`config.mk`:
```
export PLATFORM = sky130hd
export DESIGN_NAME = fully_assoc_tlb_fifo_replace_core
export DESIGN_NICKNAME = d
export VERILOG_FILES = /design/src/design/tlbf_pkg.sv /design/src/design/tlbf_ctrl.sv /design/src/design/tlbf_dp.sv /design/src/design/fully_assoc_tlb_fifo_replace_core.sv
export SDC_FILE = /design/constraint.sdc
export NUM_CORES = 1
export LEC_CHECK = 0
export BUFFER_PORTS_ARGS = -buffer_cell sky130_fd_sc_hd__buf_2
export CORE_ASPECT_RATIO = 1.2
export CORE_UTILIZATION = 65
export DETAILED_ROUTE_END_ITERATION = 8
export PLACE_DENSITY = 0.82
export SLEW_MARGIN = 25
export SYNTH_ARGS = -nofsm -noshare
export SYNTH_HDL_FRONTEND = slang
export SYNTH_SLANG_ARGS = --single-unit
export TNS_END_PERCENT = 50
```
`constraint.sdc`:
```
create_clock -name clk -period 10.3 [get_ports clk]
set_input_delay 1.545 -clock clk [delete_from_list [all_inputs] [get_ports clk]]
set_output_delay 1.545 -clock clk [all_outputs]
set_load 0.01 [all_outputs]
```
`src/design/tlbf_pkg.sv`:
```
// Package: sizes, mode codes, controller state and command types for the TLB core.
package tlbf_pkg;

	localparam int ENTRIES  = 16;
	localparam int IDX_W    = $clog2(ENTRIES);
	localparam int CNT_W    = $clog2(ENTRIES + 1);
	localparam int VPN_BITS = 20;
	localparam int PPN_BITS = 22;
	localparam int FLG_W    = 8;
	localparam int MODE_W   = 2;

	localparam logic [MODE_W-1:0] MODE_LOOKUP = 2'd0;
	localparam logic [MODE_W-1:0] MODE_INSERT = 2'd1;
	localparam logic [MODE_W-1:0] MODE_FLUSH  = 2'd2;

	typedef enum logic [1:0] {
		ST_IDLE = 2'b01,
		ST_EXEC = 2'b10
	} state_t;

	typedef struct packed {
		logic load;
		logic exec;
	} dp_cmd_t;

endpackage

```
`src/design/tlbf_ctrl.sv`:
```
// Controller: accepts one transfer, runs it through the datapath, owns output valid.
module tlbf_ctrl (
	input  logic             clk,
	input  logic             arst_n,
	input  logic             in_valid,
	output logic             in_ready,
	output logic             out_valid,
	input  logic             out_ready,
	output tlbf_pkg::dp_cmd_t cmd
);
	import tlbf_pkg::*;

	state_t state_q;
	state_t state_d;
	logic   out_valid_q;
	logic   out_free;

	assign out_free  = !out_valid_q || out_ready;
	assign in_ready  = (state_q == ST_IDLE);
	assign out_valid = out_valid_q;
	assign cmd.load  = in_ready && in_valid;
	assign cmd.exec  = (state_q == ST_EXEC) && out_free;

	always_comb begin
		state_d = state_q;
		unique case (state_q)
			ST_IDLE: begin
				if (in_valid) state_d = ST_EXEC;
			end
			ST_EXEC: begin
				if (out_free) state_d = ST_IDLE;
			end
			default: state_d = ST_IDLE;
		endcase
	end

	always_ff @(posedge clk or negedge arst_n) begin
		if (!arst_n) begin
			state_q     <= ST_IDLE;
			out_valid_q <= 1'b0;
		end else begin
			state_q <= state_d;
			if (cmd.exec) begin
				out_valid_q <= 1'b1;
			end else if (out_ready) begin
				out_valid_q <= 1'b0;
			end
		end
	end

endmodule

```
`src/design/tlbf_dp.sv`:
```
// Datapath: entry storage, parallel tag compare, FIFO replacement pointer, result register.
module tlbf_dp (
	input  logic                           clk,
	input  logic                           arst_n,
	input  tlbf_pkg::dp_cmd_t              cmd,
	input  logic [tlbf_pkg::MODE_W-1:0]    mode,
	input  logic [tlbf_pkg::VPN_BITS-1:0]  vpn,
	input  logic [tlbf_pkg::PPN_BITS-1:0]  ppn,
	input  logic [tlbf_pkg::FLG_W-1:0]     flags,
	output logic                           hit,
	output logic [tlbf_pkg::PPN_BITS-1:0]  frame_out,
	output logic [tlbf_pkg::FLG_W-1:0]     flags_out
);
	import tlbf_pkg::*;

	// held request
	logic [MODE_W-1:0]   mode_q;
	logic [VPN_BITS-1:0] vpn_q;
	logic [PPN_BITS-1:0] ppn_q;
	logic [FLG_W-1:0]    flags_q;

	// entries; valid entries always form a prefix of fill_q entries
	logic [VPN_BITS-1:0] tag_q   [ENTRIES];
	logic [PPN_BITS-1:0] frame_q [ENTRIES];
	logic [FLG_W-1:0]    prot_q  [ENTRIES];
	logic [CNT_W-1:0]    fill_q;
	logic [IDX_W-1:0]    head_q;

	logic                hit_q;
	logic [PPN_BITS-1:0] frame_out_q;
	logic [FLG_W-1:0]    flags_out_q;

	logic [ENTRIES-1:0]  match;
	logic                lk_hit;
	logic [PPN_BITS-1:0] lk_frame;
	logic [FLG_W-1:0]    lk_prot;
	logic                full;
	logic [IDX_W-1:0]    target;

	assign full   = (fill_q == CNT_W'(ENTRIES));
	assign target = full ? head_q : fill_q[IDX_W-1:0];

	always_comb begin
		for (int i = 0; i < ENTRIES; i++) begin
			match[i] = (CNT_W'(i) < fill_q) && (tag_q[i] == vpn_q);
		end
	end

	// lowest index wins
	always_comb begin
		lk_hit   = 1'b0;
		lk_frame = '0;
		lk_prot  = '0;
		for (int i = ENTRIES - 1; i >= 0; i--) begin
			if (match[i]) begin
				lk_hit   = 1'b1;
				lk_frame = frame_q[i];
				lk_prot  = prot_q[i];
			end
		end
	end

	always_ff @(posedge clk) begin
		if (cmd.load) begin
			mode_q  <= mode;
			vpn_q   <= vpn;
			ppn_q   <= ppn;
			flags_q <= flags;
		end
		if (cmd.exec && mode_q == MODE_INSERT) begin
			tag_q[target]   <= vpn_q;
			frame_q[target] <= ppn_q;
			prot_q[target]  <= flags_q;
		end
		if (cmd.exec) begin
			if (mode_q == MODE_LOOKUP) begin
				hit_q       <= lk_hit;
				frame_out_q <= lk_frame;
				flags_out_q <= lk_prot;
			end else begin
				hit_q       <= 1'b0;
				frame_out_q <= '0;
				flags_out_q <= '0;
			end
		end
	end

	always_ff @(posedge clk or negedge arst_n) begin
		if (!arst_n) begin
			fill_q <= '0;
			head_q <= '0;
		end else if (cmd.exec) begin
			if (mode_q == MODE_FLUSH) begin
				fill_q <= '0;
				head_q <= '0;
			end else if (mode_q == MODE_INSERT) begin
				if (!full) begin
					fill_q <= fill_q + CNT_W'(1);
				end else if (head_q == IDX_W'(ENTRIES - 1)) begin
					head_q <= '0;
				end else begin
					head_q <= head_q + IDX_W'(1);
				end
			end
		end
	end

	assign hit       = hit_q;
	assign frame_out = frame_out_q;
	assign flags_out = flags_out_q;

endmodule

```
`src/design/fully_assoc_tlb_fifo_replace_core.sv`:
```
// Top level: fully associative TLB with FIFO replacement, controller plus datapath.
// Each accepted transfer (lookup, insert or flush) has two steps: the request is
// captured, then all 16 tags are compared in parallel and the entry array, fill count
// and replacement pointer are updated; no new request is taken before that update. The
// result sits in an output register, and the next request is taken while it waits; a
// request finishes only once that register is free. Insert fills the lowest free entry
// and, once all are valid, overwrites the oldest one in fill order.
module fully_assoc_tlb_fifo_replace_core (
	input  logic                           clk,
	input  logic                           arst_n,
	input  logic                           in_valid,
	output logic                           in_ready,
	input  logic [tlbf_pkg::MODE_W-1:0]    mode,
	input  logic [tlbf_pkg::VPN_BITS-1:0]  vpn,
	input  logic [tlbf_pkg::PPN_BITS-1:0]  ppn,
	input  logic [tlbf_pkg::FLG_W-1:0]     flags,
	output logic                           out_valid,
	input  logic                           out_ready,
	output logic                           hit,
	output logic [tlbf_pkg::PPN_BITS-1:0]  frame_out,
	output logic [tlbf_pkg::FLG_W-1:0]     flags_out
);
	import tlbf_pkg::*;

	dp_cmd_t cmd;

	tlbf_ctrl u_ctrl (
		.clk       (clk),
		.arst_n    (arst_n),
		.in_valid  (in_valid),
		.in_ready  (in_ready),
		.out_valid (out_valid),
		.out_ready (out_ready),
		.cmd       (cmd)
	);

	tlbf_dp u_dp (
		.clk       (clk),
		.arst_n    (arst_n),
		.cmd       (cmd),
		.mode      (mode),
		.vpn       (vpn),
		.ppn       (ppn),
		.flags     (flags),
		.hit       (hit),
		.frame_out (frame_out),
		.flags_out (flags_out)
	);

endmodule

```
Word level (Yosys, flattened, before mapping):

Memory sizes are Yosys's and may differ from the RTL's.
Index checks and enable logic that the tools add are counted.

* add/subtract/negate cells: 2
* magnitude comparators: 16
* equal/unequal tests: 25
* multiplexer cells: 63
* reduce and logical (&&, ||, !) cells: 28

Operators with widths (count)
* 2-to-1 mux 22 bit: 16
* == test 20 bit: 16
* 2-to-1 mux 8 bit: 16
* less-than comparator 4 x 5 -> 1 bit (first input constant): 8
* less-than comparator 3 x 5 -> 1 bit (first input constant): 4
* 2-to-1 mux 1 bit: 20
* 2-to-1 mux 4 bit: 5
* logical AND 1 bit: 19
* 2-to-1 mux 5 bit: 3
* less-than comparator 1 x 5 -> 1 bit (first input constant): 2
* less-than comparator 2 x 5 -> 1 bit (first input constant): 2
* AND reduction 3 bit: 2
* nonzero test 2 bit: 3
* adder 5 x 1 -> 5 bit (second input constant): 1
* == test 5 bit (second input constant): 1
* adder 4 x 1 -> 4 bit (second input constant): 1
* == test 2 x 1 -> 1 bit (second input constant): 2
* == test 2 bit (second input constant): 2
* == test 4 bit (second input constant): 1
* 2-to-1 mux 2 bit: 2
* inequality test 2 bit (second input constant): 2
* case mux 2 bit (2 select lines): 1
* logical NOT 2 bit: 1
* inequality test 2 x 1 -> 1 bit (second input constant): 1
* 3 further kinds: 3

* register bits after elaboration: 95
* bits in writable memories: 800
* input port bits: 56
* output and inout bits: 33
* word-level logic and storage cells: 148
* memories kept: 3

Memories
* u_dp.frame_q: depth 16, bits a word 22, read ports 16, clocked after memory_dff 0, wr ports 1, line tlbf_dp.sv:24 `logic [PPN_BITS-1:0] frame_q [ENTRIES];`
* u_dp.tag_q: depth 16, bits a word 20, read ports 16, clocked after memory_dff 0, wr ports 1, line tlbf_dp.sv:23 `logic [VPN_BITS-1:0] tag_q [ENTRIES];`
* u_dp.prot_q: depth 16, bits a word 8, read ports 16, clocked after memory_dff 0, wr ports 1, line tlbf_dp.sv:25 `logic [FLG_W-1:0] prot_q [ENTRIES];`

Longest topological paths before layout:

* depth in word-level cells: 18
* depth in mapped cells: 13
* gate-level depth less buffers: 9

Modules after synthesis:

Synthesis repeated with hierarchy kept, for this count alone.

* cells, all modules: 2338
* area, all modules: 36590.1 um^2

By module, submodules not included
* tlbf_dp: times used 1, cells each 2327, area an instance 36460.0 um^2, seq. area each 26740.6 um^2
* tlbf_ctrl: times used 1, cells each 11, area an instance 130.1 um^2, seq. area each 76.3 um^2

Least setup slack after synthesis:

OpenSTA, ideal clock, no wires.

* path type: input to register
* from: input port out_ready
* to: memory u_dp.frame_q[2][0] (enable)
* arrival: 5.773 ns
* data required time: 9.842 ns
* setup slack: 4.069 ns
* cell stages on the path: 5
* cells stage by stage: nand2b_1 -> nor2b_1 -> and3_1 -> nand2_1 -> nor2_1

RTL lines
* start: declaration: line fully_assoc_tlb_fifo_replace_core.sv:18 `input logic out_ready,`
* end: declaration: line tlbf_dp.sv:24

Final worst setup path:

* from: register u_dp.vpn_q[19]
* to: register u_dp.frame_out_q[4], in the netlist u_dp.frame_out[4] (data pin)

* cells in the longest elaborated chain, start to end: 18

Ends and longest elaborated chain
* start: declaration: line tlbf_dp.sv:18 `logic [VPN_BITS-1:0] vpn_q;`
* start signal: assignment: line tlbf_dp.sv:66 `vpn_q <= vpn;`
* == test 20 bit: line tlbf_dp.sv:45 `match[i] = (CNT_W'(i) < fill_q) && (tag_q[i] == vpn_q);`
* logical AND 1 bit: line tlbf_dp.sv:45
* 2-to-1 mux 22 bit (15 in a row): line tlbf_dp.sv:55 `if (match[i]) begin`
* 2-to-1 mux 22 bit (*): line tlbf_dp.sv:55
* end signal: assignment: line tlbf_dp.sv:78 `frame_out_q <= lk_frame;`
* end: declaration: line tlbf_dp.sv:30 `logic [PPN_BITS-1:0] frame_out_q;`

Mark *: on every way between the ends. The rest lies on a longest branch, timed or not.
A chain may end at the register's enable or synchronous reset.

==> impl_metrics.csv <==
group,metric,value,unit
timing,finalHoldViolations,0,
clocking,cts-root-buf,"clkbuf_16",
yosys,ys_ff_latch,895,
detailed_routing,wirelength,89220,um
finish,final_common_cell,"edfxtp_1",
timing,tightest_slew,1.171,ns
critical_path,critPathCaptureType,"flip-flop",
clocking,cts_made_buffers,84,
critical_path,path_class,"reg2reg",
pwr,vdd_drop_max,0.1677,mV
placement,place_congestion,0.9164,
critical_path,required,10.76,ns
detailed_routing,drc,0,
grt,grt_usage,0.3232,
timing,finalMaxSlewViolations,0,
pwr,p_per_area,186.3,nW/um2
detailed_routing,dr.pass1.iters,9,
yosys,yosys_warnings,0,
critical_path,ff2ff_path_depth,11,
grt,grt_pass1_vias,21102,
hold_path,worstHoldPathCells,2,
timing,finalSetupViolCount,0,
placement,numPortBuffers,88,
clocking,clkTransAtPathRegs,0.06,ns
critical_path,critPathMaxFanout,57,
clocking,tritoncts,"done",
die,rows,93,
timing,fin_skew,0.02078,ns
timing,rsz0062_at_grt,"false",
timing,fmax,213.8,MHz
placement,hpwl,50750,um
clocking,postCtsHoldBufs,0,
finish,final_util,0.7319,
yosys,yosysUniqueCellTypes,67,
outcome,run_status,"finished, final reports clean",
die,die_w,215.7,um
timing,setup_ws,5.622,ns
clocking,clockBufferDepth,3,
hold_path,hold_class,"reg2reg",
critical_path,arrival,5.14,ns
yosys,ys_dominant_reg_cell,"edfxtp_1",
critical_path,crit-reg2reg-launch,"u_dp.vpn_q[19]",
yosys,async_reset_ff_frac,0.01341,
die,ios,89,
yosys,netlist_area,35610,um2
detailed_routing,vias,20862,
yosys,syn_avg_cell_area,15.90,um2
finish,drive_above_1_share,0.1244,
detailed_routing,wl_per_cell,28.56,um
detailed_routing,drt_iter0_drc,3146,
timing,min_period,4.678,ns
clocking,post_cts_buffers,0,
critical_path,rrSetupSlack,5.62,ns
timing,maxSlewHeadroom,0.2122,
clocking,clk_latency,0.64,ns
critical_path,critPathLaunchType,"flip-flop",
finish,final_cell_mix,"edfxtp_1, xor2_1, nand2_1, xnor2_1, a21oi_1",
grt,grt_pass1_wl,130700,um
die,dieHeight,258.4,um
hold_path,worstHoldStart,"u_ctrl.out_valid",
pwr,power.leakage,12.67,nW
timing,tns,0,ns
yosys,netlist_instances,2240,
grt,antenna_found_initial,2,
finish,area_growth,10.73,%
clocking,cts_resized,0,
critical_path,reg2reg_to,"u_dp.frame_out[4]",
die,initial_core_util,0.6610,
timing,period_share,0.4542,
finish,nets,2408,
flow_run,cap_violations,0,
detailed_routing,antenna_left,0,
die,coreArea,53880,um2
grt,grt_max_degree,62,
die,die_area,55730,um2
grt,overflow,0,
clocking,cts.sinks,895,
detailed_routing,via_per_inst,6.678,
clocking,cts_max_level,3,
yosys,seq_area_frac_synth,0.7531,
hold_path,min_to,"u_ctrl.out_valid",
yosys,synth_nets,2302,
yosys,synth_edf_count,883,
placement,post-place-ws,5.436,ns
## stage by stage
step / area, um2 / hold slack [ns] / instances / power, W
finish: 39430 / 0.5236 / 3124 / 0.007345
global route: 39430 / 0.5438 / 3123 / 0.007516
CTS: 39400 / 0.5281 / 3122 / 0.007352
detailed placement: 36840 / 0.5077 / 2971 / 0.004497
global placement: 36830 / 0.5070 / 2971 / 0.004486
floorplan: 35610 / 0.4702 / 2240 / 0.004364
## layout make-up
type	count	area [um2]
clock buffers	107	2231
flip-flops and latches	895	26820
repair buffers	145	888.4
diodes	1	2.502
clock inverters	44	327.8
inverters	49	183.9
multi-input cells	1171	8088
fillers	3169	14450
well taps	712	890.9
## layer usage
| metal | vias up | routed length, um | GRT usage |
|---|---|---|---|
| met5 | - | 0 | 0 |
| met4 | 0 | 5920 | 0.2106 |
| met3 | 363 | 8891 | 0.05458 |
| met2 | 1475 | 43740 | 0.5322 |
| met1 | 10238 | 30670 | 0.3995 |
| li1 | 8786 | - | - |
## Yosys cell counts, drive strengths merged, types with 42 or more instances
library cell | instances | area share
edfxtp | 883 | 0.74
xor2 | 190 | 0.047
nand2 | 139 | 0.015
xnor2 | 130 | 0.033
a21oi | 115 | 0.016
o21ai | 110 | 0.015
nor2 | 84 | 0.0092
buf | 66 | 0.014
clkbuf | 59 | 0.0063
nor4 | 51 | 0.0093
inv | 48 | 0.0051
nand4 | 42 | 0.0074
## worst max path at each step
| stage | to | cells past startpoint | start |
|---|---|---|---|
| 2_1_floorplan | u_dp.frame_q[2][0] | 5 | out_ready |
| 3_3_place_gp | u_dp.frame_out[4] | 10 | u_dp.vpn_q[2] |
| 3_5_place_dp | u_dp.frame_out[4] | 10 | u_dp.vpn_q[2] |
| 4_1_cts | u_dp.frame_out[4] | 10 | u_dp.vpn_q[2] |
| 5_1_grt | u_dp.frame_out[4] | 10 | u_dp.vpn_q[2] |
| 6_report | u_dp.frame_out[4] | 11 | u_dp.vpn_q[19] |
## worst max-delay path, cell delays in order, from the launching register on
cell	delay, ns
edfxtp_1	0.33
buf_4	0.46
xor2_1	0.15
nor4_1	0.96
nand4_1	0.48
nor2_4	0.20
buf_4	0.54
a221oi_1	0.10
or3_1	0.37
a221o_1	0.35
a311o_1	0.29
a211oi_2	0.23
## registers in the layout, summed over array words and instances (netlist names), 8 cells and up
signal,flops
u_dp.tag_q,320
u_dp.frame_out,22
u_dp.flags_out,8
u_dp.frame_q,352
u_dp.flags_q,8
u_dp.prot_q,128
u_dp.ppn_q,22
u_dp.vpn_q,20
## kinds of logic after synthesis
logic type | count (synthesis) | share of synthesized area
AO/OA/AOI/OAI | 447 | 0.08359
buffers and inverters | 174 | 0.02576
multiplexers | 11 | 0.003162
flip-flops | 895 | 0.7531
AND/OR/NAND/NOR | 387 | 0.05295
XOR/XNOR | 320 | 0.07934
adder cells (fa/ha/maj) | 6 | 0.002108
## power breakdown
| group | switching (W) | total [W] | internal (W) |
|---|---|---|---|
| logic | 0.000210 | 0.000297 | 0.0000876 |
| clock network | 0.00129 | 0.00292 | 0.00163 |
| registers | 0.0000642 | 0.00413 | 0.00406 |
| total | 0.00156 | 0.00734 | 0.00578 |
Note: power is estimated with default switching activity, not from simulation.
